File: config.mk
export PLATFORM = sky130hd
export DESIGN_NAME = radix_digit_converter
export DESIGN_NICKNAME = d
export VERILOG_FILES = /design/src/rtl/core/rdc_pkg.sv /design/src/rtl/core/radix_digit_converter.sv
export SDC_FILE = /design/constraint.sdc
export NUM_CORES = 1
export LEC_CHECK = 0
export BUFFER_PORTS_ARGS = -buffer_cell sky130_fd_sc_hd__buf_2
export CAP_MARGIN = 20
export CORE_MARGIN = 4
export CORE_UTILIZATION = 52
export CTS_CLUSTER_SIZE = 20
export DETAILED_ROUTE_END_ITERATION = 10
export HOLD_SLACK_MARGIN = 0.02
export PLACE_DENSITY = 0.74
export SLEW_MARGIN = 20
export SYNTH_ARGS = -nofsm -noshare
export SYNTH_HDL_FRONTEND = slang
export SYNTH_SLANG_ARGS = --single-unit
File: constraint.sdc
create_clock -name clk -period 3.1 [get_ports clk]
set_clock_uncertainty 0.15 [all_clocks]
set_input_delay 0.155 -clock clk [delete_from_list [all_inputs] [get_ports clk]]
set_output_delay 0.155 -clock clk [all_outputs]
set_load 0.01 [all_outputs]
File: src/rtl/core/rdc_pkg.sv
// Shared constants and helpers for the radix digit converter.
// Depends on nothing; used by radix_digit_converter.
`timescale 1ns / 1ps
package rdc_pkg;

  localparam int VALUE_WIDTH = 32;
  // The value port is always 32 bits; only the low VALUE_BITS take part.
  localparam int VALUE_BITS  = (VALUE_WIDTH < 32) ? VALUE_WIDTH : 32;
  localparam int STEP_W      = $clog2(VALUE_BITS);
  localparam logic [STEP_W-1:0] LAST_STEP = STEP_W'(VALUE_BITS - 1);

  localparam int RADIX_W     = 6;
  localparam int CHAR_W      = 7;
  localparam int POS_W       = 5;

  localparam logic [RADIX_W-1:0] RADIX_MIN = RADIX_W'(2);
  localparam logic [RADIX_W-1:0] RADIX_MAX = RADIX_W'(36);

  localparam logic [CHAR_W-1:0] CHAR_ZERO   = CHAR_W'(48);  // '0'
  localparam logic [CHAR_W-1:0] CHAR_A_BASE = CHAR_W'(55);  // 'A' - 10
  localparam logic [CHAR_W-1:0] CHAR_NONE   = CHAR_W'(0);

  // Map a remainder 0..35 to '0'..'9', 'A'..'Z'.
  function automatic logic [CHAR_W-1:0] digit_char_of(input logic [RADIX_W-1:0] rem);
    logic [CHAR_W-1:0] rem_ext;
    rem_ext = {1'b0, rem};
    if (rem < RADIX_W'(10)) begin
      digit_char_of = CHAR_ZERO + rem_ext;
    end else begin
      digit_char_of = CHAR_A_BASE + rem_ext;
    end
  endfunction

endpackage

File: src/rtl/core/radix_digit_converter.sv
// Radix digit converter: turns an unsigned value into ASCII digits, LSD first.
// A bad radix or a zero value gives its single digit the cycle after start.
// Otherwise a restoring divider, one bit per cycle over all VALUE_BITS bits, gives
// each digit as a remainder and then divides the quotient again.
// Throughput: one item at a time; busy is high while the divider runs.
// Reset (rst, synchronous): idle, no digit strobe. The receiver cannot stall.
// Depends on rdc_pkg.
`timescale 1ns / 1ps
module radix_digit_converter (
  input  logic                              clk,
  input  logic                              rst,
  input  logic                              start,
  input  logic [31:0]                       value,
  input  logic [rdc_pkg::RADIX_W-1:0]       radix,
  output logic                              busy,
  output logic                              digit_valid,
  output logic [rdc_pkg::CHAR_W-1:0]        digit_char,
  output logic [rdc_pkg::POS_W-1:0]         digit_pos,
  output logic                              last,
  output logic                              bad_radix
);

  typedef enum logic [1:0] {
    ST_IDLE = 2'b01,
    ST_DIV  = 2'b10
  } state_t;

  state_t                            state;
  logic [rdc_pkg::VALUE_BITS-1:0]    quotient_left;
  logic [rdc_pkg::RADIX_W-1:0]       rem;
  logic [rdc_pkg::RADIX_W-1:0]       radix_held;
  logic [rdc_pkg::STEP_W-1:0]        step;
  logic [rdc_pkg::POS_W-1:0]         digit_count;

  logic                              accept;
  logic                              radix_ok;
  logic [rdc_pkg::VALUE_BITS-1:0]    value_in;
  logic [rdc_pkg::RADIX_W:0]         trial;
  logic                              fits;
  logic [rdc_pkg::RADIX_W-1:0]       rem_next;
  logic [rdc_pkg::VALUE_BITS-1:0]    quotient_next;

  assign busy     = (state == ST_DIV);
  assign accept   = start && !busy;
  assign radix_ok = (radix >= rdc_pkg::RADIX_MIN) && (radix <= rdc_pkg::RADIX_MAX);
  assign value_in = value[rdc_pkg::VALUE_BITS-1:0];

  // One restoring division step: shift the next dividend bit into the remainder.
  always_comb begin
    trial         = {rem, quotient_left[rdc_pkg::VALUE_BITS-1]};
    fits          = (trial >= {1'b0, radix_held});
    rem_next      = fits ? rdc_pkg::RADIX_W'(trial - {1'b0, radix_held})
                         : trial[rdc_pkg::RADIX_W-1:0];
    quotient_next = {quotient_left[rdc_pkg::VALUE_BITS-2:0], fits};
  end

  always_ff @(posedge clk) begin
    if (rst) begin
      state         <= ST_IDLE;
      digit_valid   <= 1'b0;
      digit_char    <= '0;
      digit_pos     <= '0;
      last          <= 1'b0;
      bad_radix     <= 1'b0;
      quotient_left <= '0;
      radix_held    <= '0;
      rem           <= '0;
      step          <= '0;
      digit_count   <= '0;
    end else begin
      digit_valid <= 1'b0;
      case (state)
        ST_IDLE: begin
          if (accept) begin
            if (!radix_ok) begin
              digit_valid <= 1'b1;
              digit_char  <= rdc_pkg::CHAR_NONE;
              digit_pos   <= '0;
              last        <= 1'b1;
              bad_radix   <= 1'b1;
            end else if (value_in == '0) begin
              digit_valid <= 1'b1;
              digit_char  <= rdc_pkg::CHAR_ZERO;
              digit_pos   <= '0;
              last        <= 1'b1;
              bad_radix   <= 1'b0;
            end else begin
              quotient_left <= value_in;
              radix_held    <= radix;
              rem           <= '0;
              step          <= '0;
              digit_count   <= '0;
              state         <= ST_DIV;
            end
          end
        end
        ST_DIV: begin
          quotient_left <= quotient_next;
          if (step == rdc_pkg::LAST_STEP) begin
            // Division done: emit the remainder, then divide the quotient again unless it is zero.
            digit_valid <= 1'b1;
            digit_char  <= rdc_pkg::digit_char_of(rem_next);
            digit_pos   <= digit_count;
            last        <= (quotient_next == '0);
            bad_radix   <= 1'b0;
            digit_count <= digit_count + rdc_pkg::POS_W'(1);
            rem         <= '0;
            step        <= '0;
            if (quotient_next == '0) begin
              state <= ST_IDLE;
            end
          end else begin
            rem  <= rem_next;
            step <= step + rdc_pkg::STEP_W'(1);
          end
        end
        default: begin
          state <= ST_IDLE;
        end
      endcase
    end
  end

endmodule
==> impl_metrics.csv <==
group,metric,value,unit
critical_path,worstPathCellList,"inv_1 -> ha_1 -> a21o_1 -> a211oi_4 -> o31a_1 -> buf_4 -> nand2_1 -> o31a_1 -> ha_2 -> a221oi_2 -> xnor2_1 -> o22ai_1",
synthesis,synth_top_family_by_area,"simple AND/OR/NAND/NOR gates",
synthesis,synth_xor_area_frac,0.0143,
critical_path,cp_max_fo,6,
route,ant_nets,0,
final_layout,fin_nets,563,
critical_path,crit_arrival,2.93,ns
power_and_ir_drop,total_power,0.00361,W
final_layout,area_growth,26.3,%
route,first_pass_iters,5,
placed_design,hpwl,6350,um
sta,setup-violations-final,0,
cts,clk_latency,0.36,ns
sta,fmax,348,MHz
floorplanning,rows,30,
sta,post-route-period-util,0.926,
cts,clkTransAtPathRegs,0.08,ns
synthesis,synth_compound_area_frac,0.191,
route,avgViaCountPerCell,5.64,
synthesis,synth-simple-area-share,0.198,
final_layout,diodes,0,
synthesis,synth_area,0.00368,mm^2
critical_path,cp.required,3.17,ns
sta,slew_violations,0,
synthesis,synthArstFlopShare,0,
synthesis,synth_nets,473,
final_layout,seq_area,0.00142,mm^2
sta,hold_ws,0.0332,ns
final_layout,layout_common_cells,"71 x dfxtp_1, 64 x nor2_1, 56 x buf_2",
cts,clock-sinks,71,
synthesis,synthTopCellsByArea,"dfxtp_1 39%, mux2i_1 11%, a211oi_1 6.5%, nor2_1 6.5%, ha_1 4.4%",
sta,setup_tns,0,ns
synthesis,synth-seq-cells,71,
final_layout,post-route-util,0.681,
critical_path,crit_buf_inv,2,
power_and_ir_drop,power.density,776,mW/mm^2
global_route,grt-ovfl-total,0,
placed_design,gp_congestion,0.845,
placed_design,io_buffer_count,56,
synthesis,yosysSeqAreaShare,0.386,
floorplanning,ios,57,
critical_path,crit_family,"compound AO/OA/AOI/OAI gates",
final_layout,fillers,589,
sta,rsz0062_at_grt,"no",
cts,cts-root-buf,"clkbuf_8",
cts,h-tree-depth,3,
route,drt-initial-drc-count,157,
global_route,grt_max_degree,69,
critical_path,path_common_cell,"o31a_1",
synthesis,synth_flop_cell,"dfxtp_1",
critical_path,end_kind,"flop",
floorplanning,dieArea,0.00849,mm^2
final_layout,multi_input_area,0.00214,mm^2
route,vias,3428,
global_route,grtUsageTotal,0.237,
sta,relSlewSlack,0.540,
synthesis,synth_mux_area_frac,0.121,
final_layout,final_common_cell,"dfxtp_1",
global_route,grt_pass1_wl,16400,um
power_and_ir_drop,peakVddDrop,0.463,mV
placed_design,placed_cell_area,0.00408,mm^2
final_layout,drive_gt1_frac,0.186,
synthesis,syn_area_per_cell,8.81,um^2
route,post_drt_wl_per_cell,15.7,um
floorplanning,dieHeight,92.2,um
cts,cts_buffer_depth,2,
floorplanning,die_w,92.2,um
synthesis,synth_top_area_share,0.386,
critical_path,critPathKind,"reg2reg",
cts,numCtsBuffers,9,
floorplanning,start_util,0.539,
min_path,hold_path.class,"in2reg",
outcome,status,"completed",
sta,worstMarginPinSlew,0.691,ns
final_layout,fin_area,0.00465,mm^2
global_route,grt_pass1_vias,3461,
cts,cts_setup_buffers,0,
synthesis,ys_types,56,
critical_path,worst_path_max_delay_cell,"dfxtp_1",
floorplanning,core,0.00683,mm^2
synthesis,synth-edff-count,0,
sta,min_period,2.87,ns
synthesis,ys_warn_count,0,
cts,cts_tree,"yes",
global_route,antenna_found_initial,0,
synthesis,yosys.area.top_type,"dfxtp_1",
route,wl,9520,um
synthesis,synthCells,418,
critical_path,max_stage_delay,0.34,ns
run,maxCapViolCount,0,
critical_path,cp-start-kind,"flop",
sta,hold_viol_final,0,
power_and_ir_drop,p_leak,1.78,nW
synthesis,synth_adder_area_share,0.0496,
route,drc,0,
registers in the layout (all words and copies together) (netlist names):
register	cells
digit_valid	1
digit_count	5
digit_pos	5
rem	6
radix_held	6
bad_radix	1
state	2
quotient_left	32
step	5
last	1
digit_char	7
kinds of logic (layout without fill, tap and decap cells):
logic type                 Yosys count  after routing
xor gates and xnor gates             6              6
and+or+nand+nor                    148            148
AOI/OAI and AO/OA                   98             98
muxes                               44             44
buffers and inverters               37            131
DFF                                 71             71
adders and majority gates           14             14
repair_timing:
action	in CTS	in global routing
hold buffers	36	0
hold endpoints to repair	36	0
endpoints found under the setup margin	0	6
resized for setup	0	4
metrics by stage:
step	setup slack [ns]	instances
after floorplan	0.317	418
after global placement	0.270	556
after detailed placement	0.155	556
after CTS	0.133	607
after global routing	0.0150	608
final	0.230	608
report_power, final:
part           switching, W  internal [W]  total [W]
sequential         0.000137       0.00110    0.00124
combinational      0.000954      0.000690    0.00164
clock              0.000361      0.000369   0.000729
cell type report:
type,count,area share
flip-flops and latches,71,0.306
inverters,13,0.0105
clock buffers,10,0.0274
well taps,96,0.0258
multi-input cells,310,0.460
clock inverters,5,0.0126
repair buffers,103,0.158
synthesized netlist by cell type, types with 7 or more instances:
cell type / n
nand2_1: 23
clkbuf_1: 19
a21oi_1: 20
nor2_1: 64
a211oi_1: 32
dfxtp_1: 71
or3_1: 7
nor4_1: 15
o21ai_0: 11
a22oi_1: 7
ha_1: 13
inv_1: 13
mux2i_1: 42
nand3_1: 8
tightest hold or removal path, cell delays in order:
cell	delay, ns
buf_2	0.11
mux2i_1	0.14
a211oi_1	0.09
final timing paths:
kind,from,to,slack [ns],depth (start not counted)
setup / recovery,radix_held[4],digit_char[4],0.23,12
hold / removal,value[1],quotient_left[1],0.03,3
setup reg to reg,radix_held[4],digit_char[4],0.23,12
hold reg to reg,step[4],step[4],0.31,2
layer usage:
metal  GRT usage  part of all wire
met3      0.0566             0.046
met1       0.284              0.44
met2       0.419              0.50
met5           0                 0
met4      0.0718             0.018
Power figures use the tool's default switching activity.
